`src/hdl/cartesian_tree_builder_unit_defines.svh`:
```
// Assertion macros shared by the Cartesian tree builder.
// Depends on nothing.
`ifndef CARTESIAN_TREE_BUILDER_UNIT_DEFINES_SVH
`define CARTESIAN_TREE_BUILDER_UNIT_DEFINES_SVH
// Assert that an antecedent implies a consequent in the same cycle.
`define CTB_ASSERT_IMPL(lbl, ante, cons, msg) \
	lbl: assert property (@(posedge clk) disable iff (!arst_n) (ante) |-> (cons)) \
		else $error(msg);
// Assert that an antecedent implies a consequent in the next cycle.
`define CTB_ASSERT_NEXT(lbl, ante, cons, msg) \
	lbl: assert property (@(posedge clk) disable iff (!arst_n) (ante) |=> (cons)) \
		else $error(msg);
`endif

```
`src/hdl/ctb_pkg.sv`:
```
// Types and codes shared by the Cartesian tree builder modules.
// Depends on nothing.
package ctb_pkg;
	typedef enum logic [1:0] {
		ACT_CLEAR  = 2'd0,
		ACT_APPEND = 2'd1,
		ACT_QUERY  = 2'd2,
		ACT_NONE   = 2'd3
	} action_t;

	typedef enum logic [1:0] {
		ST_OK    = 2'd0,
		ST_FULL  = 2'd1,
		ST_BAD   = 2'd2,
		ST_SPARE = 2'd3
	} status_t;

	localparam int unsigned NODE_BITS = 11;
	localparam int unsigned VALUE_BITS = 32;
endpackage

```
`src/hdl/ctb_front.sv`:
```
// Front end: accepts command beats and queues them for the tree engine.
// Depends on ctb_pkg.
module ctb_front #(
	parameter int unsigned KEY_BITS = 32
) (
	input  logic                        clk,
	input  logic                        arst_n,
	input  logic                        start,
	output logic                        busy,
	input  logic [1:0]                  action,
	input  logic [ctb_pkg::VALUE_BITS-1:0] value,
	input  logic [ctb_pkg::NODE_BITS-1:0]  index,
	output logic                        q_valid,
	input  logic                        q_pop,
	output ctb_pkg::action_t            q_action,
	output logic [KEY_BITS-1:0]         q_value,
	output logic [ctb_pkg::NODE_BITS-1:0]  q_index
);
	logic [1:0] cnt_q;
	logic       wp_q, rp_q;
	ctb_pkg::action_t act_q [2];
	logic [KEY_BITS-1:0] val_q [2];
	logic [ctb_pkg::NODE_BITS-1:0] idx_q [2];
	logic push;
	logic [63:0] vext;

	assign busy = (cnt_q == 2'd2);
	assign push = start && !busy;
	assign q_valid = (cnt_q != 2'd0);
	assign q_action = act_q[rp_q];
	assign q_value = val_q[rp_q];
	assign q_index = idx_q[rp_q];
	assign vext = {{(64-ctb_pkg::VALUE_BITS){1'b0}}, value};

	always_ff @(posedge clk or negedge arst_n) begin
		if (!arst_n) begin
			cnt_q <= 2'd0;
			wp_q <= 1'b0;
			rp_q <= 1'b0;
		end else begin
			if (push) wp_q <= !wp_q;
			if (q_pop) rp_q <= !rp_q;
			cnt_q <= cnt_q + {1'b0, push} - {1'b0, q_pop};
		end
	end

	always_ff @(posedge clk) begin
		if (push) begin
			act_q[wp_q] <= ctb_pkg::action_t'(action);
			val_q[wp_q] <= vext[KEY_BITS-1:0];
			idx_q[wp_q] <= index;
		end
	end
endmodule

```
`config.mk`:
```
export PLATFORM = sky130hd
export DESIGN_NAME = ctb_front
export DESIGN_NICKNAME = d
export VERILOG_FILES = /design/src/hdl/cartesian_tree_builder_unit_defines.svh /design/src/hdl/ctb_pkg.sv /design/src/hdl/ctb_front.sv
export SDC_FILE = /design/constraint.sdc
export NUM_CORES = 1
export LEC_CHECK = 0
export BUFFER_PORTS_ARGS = -buffer_cell sky130_fd_sc_hd__buf_2
export CAP_MARGIN = 10
export CORE_MARGIN = 2
export CORE_UTILIZATION = 40
export DETAILED_ROUTE_END_ITERATION = 8
export PLACE_DENSITY_LB_ADDON = 0.1
export SYNTH_ARGS = -nofsm -noshare
export SYNTH_HDL_FRONTEND = slang
export SYNTH_SLANG_ARGS = --single-unit
export TNS_END_PERCENT = 1
```
`constraint.sdc`:
```
create_clock -name clk -period 7.85 [get_ports clk]
set_clock_uncertainty 0.1 [all_clocks]
set_input_delay 0.785 -clock clk [delete_from_list [all_inputs] [get_ports clk]]
set_output_delay 0.785 -clock clk [all_outputs]
set_load 0.02 [all_outputs]
```
# --- After elaboration in Yosys (flattened, before gate mapping) ---
# Memories as Yosys holds them, arrays and structs flattened.
# Cells that the tools add are included.
word_totals:
  ff_bits: 4
  latch_bits: 0
  ram_bits: 90
  romBits: 0
  input_bits: 49
  out_inout_bits: 47
  wordCells: 16
  n_memories: 3
mem_list:
  columns: ["memory", "depth", "width", "rd", "rd_clocked_by_memory_dff", "write_ports", "line_no", "source"]
  rows:
  - ["val_q", 2, 32, 1, 0, 1, "ctb_front.sv:22", "logic [KEY_BITS-1:0] val_q [2];"]
  - ["idx_q", 2, 11, 1, 0, 1, "ctb_front.sv:23", "logic [ctb_pkg::NODE_BITS-1:0] idx_q [2];"]
  - ["act_q", 2, 2, 1, 0, 1, "ctb_front.sv:21", "ctb_pkg::action_t act_q [2];"]
op_classes:
  add_sub_neg: 2
  multipliers: 0
  n_div: 0
  magnitude_cmp: 0
  eq_ne: 1
  shifts: 0
  mux: 2
  bitwise: 0
  reduce_logical: 5
op_table:
  columns: ["operator", "count"]
  rows:
  - ["$logic_not A1 Y1", 3]
  - ["$add A2 B1 Y2", 1]
  - ["$eq A2 B2 Y1 const B", 1]
  - ["$mux W1", 2]
  - ["$reduce_bool A2 Y1", 1]
  - ["$sub A2 B1 Y2", 1]
  - ["$logic_and A1 B1 Y1", 1]

# --- Longest topological paths before layout ---
logic_depth:
  ltp_word: 5
  ltp_mapped: 7
  depth_no_buf: 7

# --- Least setup slack after synthesis ---
# Ideal clock, no wire load.
synth_timing:
  path_type: "input port to flip-flop"
  start: "in start"
  end: "mem act_q[0][0] (netlist name) (enable)"
  setup_ps: 447
  arrival_ps: 2770
  required_ps: 7303
  setup_slack_ps: 4533
  cell_stages: 2
  path_buffers: 0
  cell_sequence: "nand2_1 nor2_1"
synth_via:
  elab_chain_cells: 3
synth_rtl:
  columns: ["element", "line_no", "source"]
  rows:
  - ["start, declared", "ctb_front.sv:8", "input logic start,"]
  - ["$logic_and A1 B1 Y1", "ctb_front.sv:28", "assign push = start && !busy;"]
  - ["$mux W1", "ctb_front.sv:48", "if (push) begin"]
  - ["$mux W1 (not written as such)", "ctb_front.sv:49", "act_q[wp_q] <= ctb_pkg::action_t'(action);"]
  - ["end, declared", "ctb_front.sv:21", null]
# No other way between the ends.

# --- Worst setup path in the final report ---
layout_timing:
  start: "reg rp_q"
  end: "out q_value[31]"
layout_via:
  elab_chain_cells: 1
layout_rtl:
  columns: ["element", "line_no", "source"]
  rows:
  - ["start, declared", "ctb_front.sv:20", "logic wp_q, rp_q;"]
  - ["start signal, assigned", "ctb_front.sv:42", "if (q_pop) rp_q <= !rp_q;"]
  - ["$mem_v2 Z2 W32", null, null]
  - ["end, declared", "ctb_front.sv:16", "output logic [KEY_BITS-1:0] q_value,"]
# No other way between the ends.

==> results.sh <==
export IMPL_die_area_um2=9880
export IMPL_worstHoldPathType="in2async"
export IMPL_place_hpwl_um=3780
export IMPL_grt_first_pass_wirelength_um=8570
export IMPL_p_int_mw=1.07
export IMPL_path_clk_slew_ps=80
export IMPL_first_global_vias=1782
export IMPL_synth_edff_count=90
export IMPL_clock_tree_root_cell="clkbuf_8"
export IMPL_finalCritPeriodShare_pct=40.6
export IMPL_use_met2_pct=19.8
export IMPL_synth_area_um2=3640
export IMPL_cp_num_buf_inv=2
export IMPL_first_pass_iters=4
export IMPL_synth_top_cell_area_share_pct=74.2
export IMPL_yosysWarnings=0
export IMPL_ioPinCount=96
export IMPL_yosysSeqAreaShare_pct=77.0
export IMPL_p_sw_mw=0.535
export IMPL_combPwrFrac_pct=36.4
export IMPL_pre_cts_ws_ps=4970
export IMPL_synth_cell_types=15
export IMPL_synth_seq_cells=94
export IMPL_worst_pin_slew_ps=913
export IMPL_synth_cells=157
export IMPL_synthToLayoutAreaGrowth_pct=19.7
export IMPL_grt_antenna_before_repair=0
export IMPL_synth_ff_type="edfxtp_1"
export IMPL_drive_above_1_share_pct=60.5
export IMPL_fin_area_um2=4360
export IMPL_ir_drop_mv=0.182
export IMPL_finalWirelength_um=5670
export IMPL_postCtsHoldBufs=0
export IMPL_syn_nets=208
export IMPL_critPathCaptureType="output port"
export IMPL_die_h_um=99.4
export IMPL_cp_start_kind="flop"
export IMPL_synth_cells_most_frequent="edfxtp_1, mux2_4, mux2_2"
export IMPL_fp_row_count=34
export IMPL_finalHoldViolCount=0
export IMPL_drv_slew=0
export IMPL_cp_slowest_cell="dfrtp_2"
export IMPL_cts_resized=0
export IMPL_power_mw=1.61
export IMPL_cp_cell_sequence="buf_4, mux2_2, buf_2"
export IMPL_arrival_ps=2300
export IMPL_drv_cap=0
export IMPL_die_w_um=99.4
export IMPL_place_congestion=0.628
export IMPL_yosys_top_cells_area="edfxtp_1, mux2_4, dfrtp_1"
export IMPL_setup_tns_ps=0
export IMPL_coreArea_um2=8760
export IMPL_seqPwrFrac_pct=47.0
export IMPL_overflow=0
export IMPL_period_needed_ps=3190
export IMPL_clock_sinks=94
export IMPL_grt_max_degree=34
export IMPL_sw_frac_of_total_pct=33.3
export IMPL_clk_path_buf_depth=2
export IMPL_fin_nets=312
export IMPL_cp_top_family="flip-flops"
export IMPL_postPlaceCellArea_um2=4190
export IMPL_cts_tree="yes"
export IMPL_power_share_clock_pct=16.6
export IMPL_use_met1_pct=13.3
export IMPL_drtAntennaViolNets=0
export IMPL_status="finished, final reports clean"
export IMPL_avgSynthCellArea_um2=23.2
export IMPL_path_max_fanout=29
export IMPL_drtIter0Drc=59
export IMPL_finish_utilization_pct=49.7
export IMPL_wl_per_cell_um=15.2
export IMPL_vias=1746
export IMPL_slew_headroom_pct=39.1
export IMPL_p_leak_nw=1.75
export IMPL_max_freq_ghz=0.314
export IMPL_h_tree_depth=3
export IMPL_port_buffers=95
export IMPL_track_usage_pct=11.7
export IMPL_max_stage_delay_ps=970
export IMPL_start_util_pct=41.5
export IMPL_synth_most_common_cell="edfxtp_1"
export IMPL_post_synth_top_area_cell="edfxtp_1"
export IMPL_setup_violations=0
export IMPL_power_density_nw_per_um2=368
export IMPL_top_usage_layer="met2"
export IMPL_use_met3_pct=4.01
export IMPL_r2r_cells=4
export IMPL_finalWorstSetupSlack_ps=4660
export IMPL_vias_per_cell=4.67
export IMPL_cts_buffers=9
export IMPL_rsz0062_at_grt="false"
export IMPL_drc_errors=0
export IMPL_critical_path_class="reg2out"
export IMPL_cp_required_ps=6960
export IMPL_n_antenna_cell=0
export IMPL_clk_latency_ps=340
export IMPL_cp_depth=3
export IMPL_ys_async_sr_fraction_pct=4.26
export IMPL_cts_setup_buffers=0
[power by group through the flow]
stage	Clock, mW	Sequential (mW)	Combinational (mW)
2_1_floorplan	0	0.725	0.507
3_3_place_gp	0	0.765	0.599
3_5_place_dp	0	0.769	0.598
4_1_cts	0.280	0.758	0.599
5_1_grt	0.299	0.768	0.627
6_report	0.267	0.754	0.584
[registers in the layout (all words and copies together), names as in the netlist]
| signal | count |
|---|---|
| idx_q | 22 |
| wp_q | 1 |
| rp_q | 1 |
| cnt_q | 2 |
| act_q | 4 |
| val_q | 64 |
[placed cells by master, fill, tap and decap left out]
master and count:
dfrtp_2 1, edfxtp_1 90, nand2b_1 1, inv_1 2
nor2_4 1, clkbuf_8 9, clkinv_1 2, mux2_2 6
and3_2 1, buf_4 3, xor2_1 1, nand2_1 1
xnor2_1 3, clkinvlp_4 2, mux2_4 39, buf_2 95
ha_1 2, dfrtp_1 3, clkinv_4 1, or2_2 1
clkinv_2 2
[stage by stage]
step | hold slack [ps] | instances
floorplan | 360 | 157
global placement | 398 | 358
detailed placement | 406 | 358
CTS | 120 | 374
global route | 115 | 374
finish | 139 | 374
[routing by layer]
layer	wire length (µm)	vias up
met4	93	0
met2	2910	59
met1	2250	862
met5	0	-
met3	422	9
li1	-	816
[worst paths after layout]
| kind | slack, ps | endpoint | startpoint |
|---|---|---|---|
| worst min-delay path | 140 | cnt_q[0] | arst_n |
| worst max-delay path | 4660 | q_value[31] | rp_q |
| worst min register to register | 420 | cnt_q[0] | cnt_q[0] |
| max in group asynchronous | 7360 | rp_q | arst_n |
| min in group clk | 420 | cnt_q[0] | cnt_q[0] |
| worst max register to register | 5760 | val_q[0][15] | cnt_q[1] |
[cells by family after synthesis]
| group | Yosys count | share of synthesized area [%] |
|---|---|---|
| and+or+nand+nor | 5 | 0.722 |
| buffers and inverters | 7 | 2.71 |
| adders and majority gates | 2 | 0.687 |
| xor gates and xnor gates | 4 | 0.962 |
| DFF | 94 | 77.0 |
| muxes | 45 | 17.9 |
[layout make-up]
type                       count  area [µm²]
clock buffer                   9         124
timing repair buffer          98         498
sequential                    94        2800
tap                          108         135
clock inverter                 7        41.3
inverter                       2        7.51
multi-input combinational     56         748
fill                         773        4410
Power figures use the tool's default switching activity.
